<file path="src/rtl/iirdf1_pkg.sv">
// ----------------------------------------------------------------------------
// iirdf1_pkg
// Shared constants, coefficient table and helper functions for the
// fifth-order direct-form-I IIR filter.
// ----------------------------------------------------------------------------
package iirdf1_pkg;

   localparam int SAMPLE_WIDTH_DEF = 16;
   localparam int FEEDFORWARD_TAPS = 6;
   localparam int FEEDBACK_TAPS    = 6;

   // history depth and slot index width
   localparam int HIST_DEPTH = FEEDFORWARD_TAPS - 1;
   localparam int SLOT_W     = $clog2(HIST_DEPTH);

   // number formats
   localparam int COEF_W  = 32;             // Q4.28 coefficients
   localparam int Y_W     = 48;             // Q24.24 past outputs
   localparam int FRAC_W  = 24;             // fraction bits of a past output
   localparam int MUL_B_W = FRAC_W + 1;     // second multiplier operand
   localparam int PROD_W  = COEF_W + MUL_B_W;
   localparam int ACC_W   = 82;             // Q52 accumulator
   localparam int RND_SHIFT = 4;            // Q28 to Q24

   // sequencer steps: b0..b5, then a1..a5 on the high and low half of y
   localparam int NUM_STEPS = FEEDFORWARD_TAPS + 2 * (FEEDBACK_TAPS - 1);
   localparam int STEP_W    = $clog2(NUM_STEPS);
   localparam logic [STEP_W-1:0] FIRST_STEP   = '0;
   localparam logic [STEP_W-1:0] LAST_FF_STEP = STEP_W'(FEEDFORWARD_TAPS - 1);
   localparam logic [STEP_W-1:0] LAST_STEP    = STEP_W'(NUM_STEPS - 1);
   localparam logic [STEP_W-2:0] FB_BASE      = (STEP_W-1)'(FEEDFORWARD_TAPS / 2 - 1);

   localparam logic signed [COEF_W-1:0] COEF_B [FEEDFORWARD_TAPS] = '{
      32'sd107374, 32'sd483184, 32'sd993211, 32'sd993211, 32'sd483184, 32'sd107374
   };

   // index 0 is the leading 1.0 and never enters the sum
   localparam logic signed [COEF_W-1:0] COEF_A [FEEDBACK_TAPS] = '{
      32'sd268435456, -32'sd933860108, 32'sd1344807947, -32'sd993076969,
      32'sd374252713, -32'sd57391500
   };

   typedef struct packed {
      logic                       valid;
      logic                       first;
      logic                       last;
      logic                       scaled;   // weight 2^24 in Q52
      logic                       negate;
      logic signed [COEF_W-1:0]   coef;
      logic signed [MUL_B_W-1:0]  operand;
   } mac_op_type;

   function automatic logic signed [COEF_W-1:0] coef_of(input logic [STEP_W-1:0] step);
      logic [STEP_W-2:0] fb_idx;
      fb_idx = step[STEP_W-1:1] - FB_BASE;
      if (step <= LAST_FF_STEP) begin
         return COEF_B[step[SLOT_W-1:0]];
      end
      return COEF_A[fb_idx[SLOT_W-1:0]];
   endfunction

   function automatic logic [SLOT_W-1:0] dec_slot(input logic [SLOT_W-1:0] slot);
      if (slot == '0) begin
         return SLOT_W'(HIST_DEPTH - 1);
      end
      return slot - 1'b1;
   endfunction

endpackage

</file>
<file path="src/rtl/iirdf1_hist.sv">
// ----------------------------------------------------------------------------
// iirdf1_hist
// Circular history of past inputs and past outputs, one synchronous memory
// each, sharing one read address and one write pointer. Slots never written
// since reset are flagged by rd_ok low.
// ----------------------------------------------------------------------------
module iirdf1_hist
   import iirdf1_pkg::*;
#(
   parameter int SAMPLE_WIDTH = SAMPLE_WIDTH_DEF
) (
   input  logic                           clock,
   input  logic                           reset,
   input  logic        [SLOT_W-1:0]       rd_addr,
   output logic signed [SAMPLE_WIDTH-1:0] rd_x,
   output logic signed [Y_W-1:0]          rd_y,
   output logic                           rd_ok,
   input  logic                           wr_en,
   input  logic signed [SAMPLE_WIDTH-1:0] wr_x,
   input  logic signed [Y_W-1:0]          wr_y,
   output logic        [SLOT_W-1:0]       wr_slot
);

   logic signed [SAMPLE_WIDTH-1:0] xmem [HIST_DEPTH];
   logic signed [Y_W-1:0]          ymem [HIST_DEPTH];

   logic [HIST_DEPTH-1:0]    valid_ff;
   logic [SLOT_W-1:0]        wp_ff;
   logic signed [SAMPLE_WIDTH-1:0] rd_x_ff;
   logic signed [Y_W-1:0]    rd_y_ff;
   logic                     rd_ok_ff;

   always_ff @(posedge clock) begin
      if (wr_en) begin
         xmem[wp_ff] <= wr_x;
         ymem[wp_ff] <= wr_y;
      end
      rd_x_ff <= xmem[rd_addr];
      rd_y_ff <= ymem[rd_addr];
   end

   always_ff @(posedge clock) begin
      if (reset) begin
         valid_ff <= '0;
         wp_ff    <= '0;
         rd_ok_ff <= 1'b0;
      end else begin
         rd_ok_ff <= valid_ff[rd_addr];
         if (wr_en) begin
            valid_ff[wp_ff] <= 1'b1;
            wp_ff <= (wp_ff == SLOT_W'(HIST_DEPTH - 1)) ? '0 : wp_ff + 1'b1;
         end
      end
   end

   assign rd_x    = rd_x_ff;
   assign rd_y    = rd_y_ff;
   assign rd_ok   = rd_ok_ff;
   assign wr_slot = wp_ff;

endmodule

</file>
<file path="src/rtl/iirdf1_mac.sv">
// ----------------------------------------------------------------------------
// iirdf1_mac
// Shared multiply-accumulate unit: registered 32x25 signed product, then a
// Q52 accumulate with optional 2^24 weight and sign.
// ----------------------------------------------------------------------------
module iirdf1_mac
   import iirdf1_pkg::*;
(
   input  logic                    clock,
   input  logic                    reset,
   input  mac_op_type              op,
   output logic signed [ACC_W-1:0] acc,
   output logic                    done
);

   logic signed [PROD_W-1:0] prod_ff;
   logic                     valid_ff;
   logic                     first_ff;
   logic                     last_ff;
   logic                     scaled_ff;
   logic                     negate_ff;
   logic signed [ACC_W-1:0]  acc_ff;
   logic signed [ACC_W-1:0]  acc_in;
   logic                     done_ff;
   logic signed [ACC_W-1:0]  term;
   logic signed [ACC_W-1:0]  sterm;

   always_ff @(posedge clock) begin
      prod_ff   <= op.coef * op.operand;
      first_ff  <= op.first;
      last_ff   <= op.last;
      scaled_ff <= op.scaled;
      negate_ff <= op.negate;
   end

   always_comb begin
      term   = scaled_ff ? (ACC_W'(prod_ff) <<< FRAC_W) : ACC_W'(prod_ff);
      sterm  = negate_ff ? -term : term;
      acc_in = (first_ff ? '0 : acc_ff) + sterm;
   end

   always_ff @(posedge clock) begin
      if (valid_ff) begin
         acc_ff <= acc_in;
      end
   end

   always_ff @(posedge clock) begin
      if (reset) begin
         valid_ff <= 1'b0;
         done_ff  <= 1'b0;
      end else begin
         valid_ff <= op.valid;
         done_ff  <= valid_ff && last_ff;
      end
   end

   assign acc  = acc_ff;
   assign done = done_ff;

endmodule

</file>
<file path="src/rtl/iir_direct_form_one_filter.sv">
// ----------------------------------------------------------------------------
// iir_direct_form_one_filter
// Fifth-order direct-form-I IIR low-pass filter with fixed coefficients.
// ----------------------------------------------------------------------------
// Each input word is one signed sample; each yields one filtered sample,
// rounded and saturated to SAMPLE_WIDTH bits. Past inputs and past outputs
// (Q24.24) live in two small memories; one shared 32x25 multiplier runs
// sixteen products per sample (six feedforward, five feedback taps split
// into high and low halves of the stored output). Each sample runs the
// sixteen passes through the multiplier plus the read, product,
// accumulate and rounding stages, and the next sample starts only once
// the result has been emitted. One sample waits in an input register
// and one result in an output register, so both sides may stall freely.
// ----------------------------------------------------------------------------
module iir_direct_form_one_filter
   import iirdf1_pkg::*;
#(
   parameter int SAMPLE_WIDTH = SAMPLE_WIDTH_DEF
) (
   input  logic                                   clock,
   input  logic                                   reset,
   input  logic                                   req_tvalid,
   output logic                                   req_tready,
   input  logic [((SAMPLE_WIDTH + 7) / 8) * 8-1:0] req_tdata,  // [0] sample_in
   output logic                                   rsp_tvalid,
   input  logic                                   rsp_tready,
   output logic [((SAMPLE_WIDTH + 7) / 8) * 8-1:0] rsp_tdata   // [0] sample_out
);

   localparam int DATA_W = ((SAMPLE_WIDTH + 7) / 8) * 8;
   localparam int ACCQ_W = ACC_W - FRAC_W;          // Q28 sum width
   localparam int YSH_W  = ACCQ_W + 1 - RND_SHIFT;  // Q24 before clamp
   localparam int YO_W   = Y_W + 1 - FRAC_W;        // integer before clamp

   localparam logic [1:0] ST_IDLE  = 2'd0;
   localparam logic [1:0] ST_RUN   = 2'd1;
   localparam logic [1:0] ST_DRAIN = 2'd2;
   localparam logic [1:0] ST_EMIT  = 2'd3;

   localparam logic signed [Y_W-1:0] Y_MAX = {1'b0, {(Y_W - 1){1'b1}}};
   localparam logic signed [Y_W-1:0] Y_MIN = {1'b1, {(Y_W - 1){1'b0}}};
   localparam logic [SAMPLE_WIDTH-1:0] S_MAX = {1'b0, {(SAMPLE_WIDTH - 1){1'b1}}};
   localparam logic [SAMPLE_WIDTH-1:0] S_MIN = {1'b1, {(SAMPLE_WIDTH - 1){1'b0}}};

   logic [1:0]               state_ff, state_in;
   logic [STEP_W-1:0]        step_ff, step_in;
   logic [SLOT_W-1:0]        addr_ff, addr_in;
   logic [STEP_W-1:0]        step_d_ff;
   logic                     issue_ff;
   logic                     in_full_ff, in_full_in;
   logic [SAMPLE_WIDTH-1:0]  in_data_ff;
   logic signed [SAMPLE_WIDTH-1:0] x_ff;
   logic signed [Y_W-1:0]    ynew_ff, ynew_in;
   logic                     rsp_valid_ff, rsp_valid_in;
   logic [SAMPLE_WIDTH-1:0]  rsp_data_ff, rsp_data_in;

   logic                     out_free;
   logic                     take;
   logic                     emit;
   logic                     req_accept;

   logic [SLOT_W-1:0]        wr_slot;
   logic signed [SAMPLE_WIDTH-1:0] rd_x;
   logic signed [Y_W-1:0]    rd_y;
   logic                     rd_ok;

   mac_op_type               op;
   logic signed [ACC_W-1:0]  acc;
   logic                     mac_done;

   logic signed [ACCQ_W:0]   rnd;
   logic signed [YSH_W-1:0]  ysh;
   logic signed [Y_W:0]      yo_sum;
   logic signed [YO_W-1:0]   yo;

   assign out_free   = !rsp_valid_ff || rsp_tready;
   assign emit       = (state_ff == ST_EMIT) && out_free;
   assign take       = in_full_ff && ((state_ff == ST_IDLE) || emit);
   assign req_accept = req_tvalid && req_tready;
   assign req_tready = !in_full_ff;
   assign in_full_in = (in_full_ff && !take) || req_accept;

   // sequencer
   always_comb begin
      state_in = state_ff;
      step_in  = step_ff;
      addr_in  = addr_ff;
      unique case (state_ff)
         ST_IDLE: begin
            if (in_full_ff) begin
               state_in = ST_RUN;
               step_in  = FIRST_STEP;
            end
         end
         ST_RUN: begin
            step_in = step_ff + 1'b1;
            // walk back from the newest slot, once for inputs, once for outputs
            if (step_ff == FIRST_STEP || step_ff == LAST_FF_STEP) begin
               addr_in = dec_slot(wr_slot);
            end else if (step_ff < LAST_FF_STEP || step_ff[0]) begin
               addr_in = dec_slot(addr_ff);
            end
            if (step_ff == LAST_STEP) begin
               state_in = ST_DRAIN;
            end
         end
         ST_DRAIN: begin
            if (mac_done) begin
               state_in = ST_EMIT;
            end
         end
         ST_EMIT: begin
            if (out_free) begin
               state_in = in_full_ff ? ST_RUN : ST_IDLE;
               step_in  = FIRST_STEP;
            end
         end
         default: begin
            state_in = ST_IDLE;
         end
      endcase
   end

   // operand select, in the cycle after the memory address is presented
   always_comb begin
      op.valid  = issue_ff;
      op.first  = (step_d_ff == FIRST_STEP);
      op.last   = (step_d_ff == LAST_STEP);
      op.negate = (step_d_ff > LAST_FF_STEP);
      op.scaled = (step_d_ff <= LAST_FF_STEP) || !step_d_ff[0];
      op.coef   = coef_of(step_d_ff);
      if (step_d_ff == FIRST_STEP) begin
         op.operand = MUL_B_W'(x_ff);
      end else if (!rd_ok) begin
         op.operand = '0;
      end else if (step_d_ff <= LAST_FF_STEP) begin
         op.operand = MUL_B_W'(rd_x);
      end else if (!step_d_ff[0]) begin
         op.operand = MUL_B_W'($signed(rd_y[Y_W-1:FRAC_W]));
      end else begin
         op.operand = {1'b0, rd_y[FRAC_W-1:0]};
      end
   end

   // floor to Q28, round half up to Q24, clamp to 48 bits
   always_comb begin
      rnd = {acc[ACC_W-1], acc[ACC_W-1:FRAC_W]} + (ACCQ_W + 1)'(1 << (RND_SHIFT - 1));
      ysh = rnd[ACCQ_W:RND_SHIFT];
      if (&ysh[YSH_W-1:Y_W-1] || ~|ysh[YSH_W-1:Y_W-1]) begin
         ynew_in = ysh[Y_W-1:0];
      end else begin
         ynew_in = ysh[YSH_W-1] ? Y_MIN : Y_MAX;
      end
   end

   // round half up to an integer, clamp to the sample width
   always_comb begin
      yo_sum = {ynew_ff[Y_W-1], ynew_ff} + (Y_W + 1)'(1 << (FRAC_W - 1));
      yo     = yo_sum[Y_W:FRAC_W];
      if (&yo[YO_W-1:SAMPLE_WIDTH-1] || ~|yo[YO_W-1:SAMPLE_WIDTH-1]) begin
         rsp_data_in = yo[SAMPLE_WIDTH-1:0];
      end else begin
         rsp_data_in = yo[YO_W-1] ? S_MIN : S_MAX;
      end
   end

   assign rsp_valid_in = emit || (rsp_valid_ff && !rsp_tready);

   always_ff @(posedge clock) begin
      if (reset) begin
         state_ff     <= ST_IDLE;
         step_ff      <= FIRST_STEP;
         issue_ff     <= 1'b0;
         in_full_ff   <= 1'b0;
         rsp_valid_ff <= 1'b0;
      end else begin
         state_ff     <= state_in;
         step_ff      <= step_in;
         issue_ff     <= (state_ff == ST_RUN);
         in_full_ff   <= in_full_in;
         rsp_valid_ff <= rsp_valid_in;
      end
   end

   always_ff @(posedge clock) begin
      addr_ff   <= addr_in;
      step_d_ff <= step_ff;
      if (req_accept) begin
         in_data_ff <= req_tdata[SAMPLE_WIDTH-1:0];
      end
      if (take) begin
         x_ff <= in_data_ff;
      end
      if (mac_done) begin
         ynew_ff <= ynew_in;
      end
      if (emit) begin
         rsp_data_ff <= rsp_data_in;
      end
   end

   iirdf1_hist #(
      .SAMPLE_WIDTH (SAMPLE_WIDTH)
   ) u_hist (
      .clock   (clock),
      .reset   (reset),
      .rd_addr (addr_ff),
      .rd_x    (rd_x),
      .rd_y    (rd_y),
      .rd_ok   (rd_ok),
      .wr_en   (emit),
      .wr_x    (x_ff),
      .wr_y    (ynew_ff),
      .wr_slot (wr_slot)
   );

   iirdf1_mac u_mac (
      .clock (clock),
      .reset (reset),
      .op    (op),
      .acc   (acc),
      .done  (mac_done)
   );

   assign rsp_tvalid = rsp_valid_ff;
   assign rsp_tdata  = DATA_W'(rsp_data_ff);

`ifndef SYNTHESIS
   a_done_in_drain: assert property (@(posedge clock) disable iff (reset)
      mac_done |-> state_ff == ST_DRAIN)
      else $error("accumulator finished outside drain");

   a_last_step_drains: assert property (@(posedge clock) disable iff (reset)
      (state_ff == ST_RUN && step_ff == LAST_STEP) |=> state_ff == ST_DRAIN)
      else $error("sequencer did not drain after last step");

   a_write_shows_result: assert property (@(posedge clock) disable iff (reset)
      emit |=> rsp_tvalid)
      else $error("history written without a result word");

   a_no_issue_outside_run: assert property (@(posedge clock) disable iff (reset)
      issue_ff |-> $past(state_ff) == ST_RUN)
      else $error("operand issued outside run");
`endif

endmodule

</file>
<file path="config.mk">
export PLATFORM = sky130hd
export DESIGN_NAME = iir_direct_form_one_filter
export DESIGN_NICKNAME = d
export VERILOG_FILES = /design/src/rtl/iirdf1_pkg.sv /design/src/rtl/iirdf1_hist.sv /design/src/rtl/iirdf1_mac.sv /design/src/rtl/iir_direct_form_one_filter.sv
export SDC_FILE = /design/constraint.sdc
export NUM_CORES = 2
export LEC_CHECK = 0
export ABC_AREA = 1
export BUFFER_PORTS_ARGS = -buffer_cell sky130_fd_sc_hd__buf_4
export CAP_MARGIN = 25
export CELL_PAD_IN_SITES_DETAIL_PLACEMENT = 2
export CELL_PAD_IN_SITES_GLOBAL_PLACEMENT = 2
export CORE_UTILIZATION = 44
export CTS_BUF_LIST = sky130_fd_sc_hd__clkbuf_4 sky130_fd_sc_hd__clkbuf_8 sky130_fd_sc_hd__clkbuf_16
export CTS_CLUSTER_DIAMETER = 40
export DETAILED_ROUTE_END_ITERATION = 8
export PLACE_DENSITY = 0.95
export SLEW_MARGIN = 10
export SYNTH_ARGS = -nofsm -noshare
export SYNTH_HDL_FRONTEND = slang
export SYNTH_SLANG_ARGS = --single-unit
</file>
<file path="constraint.sdc">
create_clock -name clock -period 27.5 [get_ports clock]
set_input_delay 8.25 -clock clock [delete_from_list [all_inputs] [get_ports clock]]
set_output_delay 8.25 -clock clock [all_outputs]
set_load 0.01 [all_outputs]
</file>
==> results of run 1 <==
[Yosys cell counts, types with 2 or more instances]
master | count | area [sq um]
nand2_1 | 1508 | 5660
nor2_1 | 1474 | 5530
inv_1 | 1433 | 5380
fa_1 | 796 | 15900
edfxtp_1 | 501 | 15000
o21ai_0 | 363 | 1820
ha_1 | 289 | 3620
a21oi_1 | 257 | 1290
nand3_1 | 185 | 926
xor2_1 | 183 | 1600
dfxtp_1 | 149 | 2980
clkbuf_1 | 129 | 484
a31oi_1 | 82 | 513
buf_2 | 60 | 300
nand4_1 | 60 | 375
xnor2_1 | 54 | 473
nor3_1 | 48 | 240
o21ai_1 | 28 | 140
o21bai_1 | 25 | 188
buf_1 | 21 | 78.8
a21o_1 | 20 | 150
nor4_1 | 17 | 106
o211ai_1 | 17 | 128
inv_2 | 13 | 48.8
nor2_2 | 13 | 81.3
buf_6 | 12 | 135
o31ai_1 | 12 | 90.1
clkinv_1 | 11 | 41.3
o21a_1 | 9 | 67.6
and2_1 | 7 | 43.8
nand3b_1 | 7 | 52.6
nand2_2 | 6 | 37.5
and3_1 | 5 | 31.3
a211oi_1 | 3 | 22.5
o21ai_2 | 3 | 26.3
o22ai_1 | 3 | 18.8
a21boi_0 | 2 | 15.0
nand3_2 | 2 | 20.0
nor2_4 | 2 | 22.5
nor3_2 | 2 | 20.0
nor3b_1 | 2 | 15.0
[metrics by stage]
stage	hold slack, ps	area (sq um)	setup WS [ps]	instances
2_1_floorplan	364	63800	12200	7822
3_3_place_gp	390	66100	16500	9606
[cells by family after synthesis]
group,synth area share
compound gates,0.0706
xor+xnor,0.0325
fa+ha+maj,0.306
buf+inv,0.102
flops,0.282
mux,0.000157
simple gates,0.206
==> metrics, run 1 <==
EDFF count, synth=501; register area share after synthesis=0.282; GP Congestion=1.04; Ys Warns=0; die width=383 um; status=did not finish; Post-synth top flop=edfxtp_1; # port buffers=37; syn nets=8927; Halt Reason=[ERROR DPL-0033] detailed placement checks failed during check placement.; syn_area_per_cell=8.16 sq um; asr flop ratio synth=0; Unique masters post-synth=50; HPWL reported at the end of detailed placement=272000 um; Yosys reg bits=650; Rows=139; failing step=detailed placement; I/O pin count=38; starting density of the core=0.444; Die Y=383 um; Mapped Cells=7822; mapped cell area=63800 sq um
==> run 2: changes to the inputs <==
--- a/config.mk
+++ b/config.mk
@@ -8,13 +8,9 @@
 export ABC_AREA = 1
 export BUFFER_PORTS_ARGS = -buffer_cell sky130_fd_sc_hd__buf_4
 export CAP_MARGIN = 25
-export CELL_PAD_IN_SITES_DETAIL_PLACEMENT = 2
-export CELL_PAD_IN_SITES_GLOBAL_PLACEMENT = 2
-export CORE_UTILIZATION = 44
-export CTS_BUF_LIST = sky130_fd_sc_hd__clkbuf_4 sky130_fd_sc_hd__clkbuf_8 sky130_fd_sc_hd__clkbuf_16
-export CTS_CLUSTER_DIAMETER = 40
+export CORE_UTILIZATION = 31
 export DETAILED_ROUTE_END_ITERATION = 8
-export PLACE_DENSITY = 0.95
+export PLACE_DENSITY_LB_ADDON = 0.15
 export SLEW_MARGIN = 10
 export SYNTH_ARGS = -nofsm -noshare
 export SYNTH_HDL_FRONTEND = slang
==> run 2 against run 1 <==
  * The flow now finishes without violations
  * Synthesized cell count did not move
  * Area after synthesis unchanged
==> metrics, run 2 <==
status=finished, final reports clean; Mapped Cells=7822 (unchanged); # port buffers=37 (unchanged); Worst R2R Setup Slack=16880 ps; HPWL reported at the end of detailed placement=196000 um (-28%); mapped cell area=63800 sq um (unchanged); worst setup path start=step_d_ff[3]$_DFF_P_; Reg2Reg Launch Point=step_d_ff[3]$_DFF_P_; share of cells above drive strength 1=0.0403; CP required=28130 ps; Die Y=456 um (+19%); R2R depth=30; DR vias/cell=4.94; Die Area=208000 sq um; GP Congestion=0.975 (-6.3%); syn_area_per_cell=8.16 sq um (unchanged); worst skew pair latency=720 ps; Slew Viols, Final=0; Worst-Margin Slew=1180 ps; postcts setup bufs=0; Synth area leader=fa_1; TritonCTS buffer count=75; NumNets Final=8904; asr flop ratio synth=0 (unchanged); filler cell count=21600; drc violations=0; clk buf depth=3; H-tree depth=3; Commonest cells post-synth=nand2_1 (1508), nor2_1 (1474), inv_1 (1433); first-pass GRT wire length=365000 um; synth top area cells=fa_1 (25%), edfxtp_1 (24%), nand2_1 (8.9%), nor2_1 (8.7%), inv_1 (8.4%); RSZ-0062 raised after global routing=false; Unique masters post-synth=50 (unchanged); min Tclk post-route=10620 ps; Critical Path End Type=flop; Total Neg Setup Slack=0 ps; Routed Antenna Nets=0; Ys Warns=0 (unchanged); die width=456 um (+19%); relative slew slack=0.202; max-cap check violation count=0; Tcrit/Tclk final=0.386; Finish-stage setup viols=0; Reg clk slew, reported paths=60 ps; worst-path maximum fanout=22; Fmax achieved=94.2 MHz; Hold Buf Count CTS=0; commonest non-fill, non-tap cell in the layout=nand2_1; total core area=205000 sq um; Yosys reg bits=650 (unchanged); post-route clock skew=81.8 ps; slowest stage delay, CP=910 ps; Synth top area share=0.250 (unchanged); area grow syn2layout=9.21%; wire per inst=23.3 um; Pre-antenna DRT Iters=6; slowest CP cell=fa_1; initial antenna violation count=7; r2r endpoint=u_mac.prod_ff[56]$_DFF_P_; clock sink total=650; max reg flops=240; crit path launch type=flop; critical path capture point=u_mac.prod_ff[56]$_DFF_P_; leading cell type by number of instances after synthesis=nand2_1; Final Hold Fails=0; Post-Route WL=246000 um; starting density of the core=0.312 (-0.132); gr usage total=0.237; most frequent cells in the layout=nand2_1 (1505), nor2_1 (1467), inv_1 (1430), fa_1 (796), edfxtp_1 (501); crit path kind=flop to flop; Rows=166 (+19%); via count=52200; I/O pin count=38 (unchanged); largest net degree at the start of global routing=86; Critical Path AT=11250 ps; Post-synth top flop=edfxtp_1; register area share after synthesis=0.282 (unchanged); hold crit path type=flop to flop; Starting DRT DRC Count=4062; CTS tree=done; root buf cell=clkbuf_16; vias in the first global route=54200; Largest Register=u_hist.ymem; gr ovfl total=0; syn nets=8927 (unchanged); EDFF count, synth=501 (unchanged); CTS resizes=0
[run 2: worst max-delay path, delay by kind of cell (launching register included)]
| kind | cells | cell delay [ps] |
|---|---|---|
| adders and majority gates | 9 | 4950 |
| and+or+nand+nor | 12 | 2670 |
| buffers and inverters | 9 | 2450 |
| DFF | 1 | 450 |
[run 2: layout make-up]
class                      count  area, sq um  share of cell area
sequential                   650        18000               0.259
tap                         2688         3360              0.0482
multi-input combinational   5491        39400               0.565
timing repair buffer         123          942              0.0135
clock buffer                  96         2090              0.0300
antenna                        2         5.00           0.0000718
clock inverter                43          382             0.00547
inverter                    1458         5480              0.0786
[run 2: worst min-delay path by stage]
stage	startpoint	to	slack [ps]	depth (start not counted)
6_report	in_data_ff[15]$_DFFE_PP_	x_ff[15]$_DFFE_PP_	420	0
5_1_grt	in_data_ff[3]$_DFFE_PP_	x_ff[3]$_DFFE_PP_	420	0
4_1_cts	issue_ff$_SDFF_PP0_	u_mac.valid_ff$_SDFF_PP0_	420	2
3_5_place_dp	issue_ff$_SDFF_PP0_	u_mac.valid_ff$_SDFF_PP0_	390	2
3_3_place_gp	issue_ff$_SDFF_PP0_	u_mac.valid_ff$_SDFF_PP0_	400	2
2_1_floorplan	step_ff[3]$_SDFFE_PP0P_	step_d_ff[3]$_DFF_P_	360	0
[run 2: metrics by stage]
step | std cells | setup slack (ps) | hold WS [ps] | util | instance area (sq um)
global placement | 10400 | 16660 | 401 | 0.328 | 67200
global route | 10600 | 16390 | 423 | 0.341 | 69700
CTS | 10500 | 16770 | 419 | 0.340 | 69700
finish | 10600 | 16880 | 419 | 0.341 | 69700
detailed placement | 10400 | 16720 | 393 | 0.328 | 67200
floorplan | 7822 | 12200 | 364 | - | 63800
[run 2: kinds of logic after synthesis]
kind of cell,Yosys count,synth area share
AOI/OAI and AO/OA,828,0.0706
xor gates and xnor gates,237,0.0325
DFF,650,0.282
muxes,1,0.000157
buffers and inverters,1681,0.102
adders and majority gates,1085,0.306
and+or+nand+nor,3340,0.206
[run 2: per-layer routing]
metal,vias to the layer above,track usage,wire length (um)
met5,-,0,7
met4,2,0.0666,7490
met3,318,0.0371,14900
met2,1654,0.383,113000
met1,26100,0.328,111000
li1,24100,-,-
Power of run 2 is left out: the tool's default activity adds up to more than one toggle a clock period on the data nets, which glitch-free logic cannot reach.
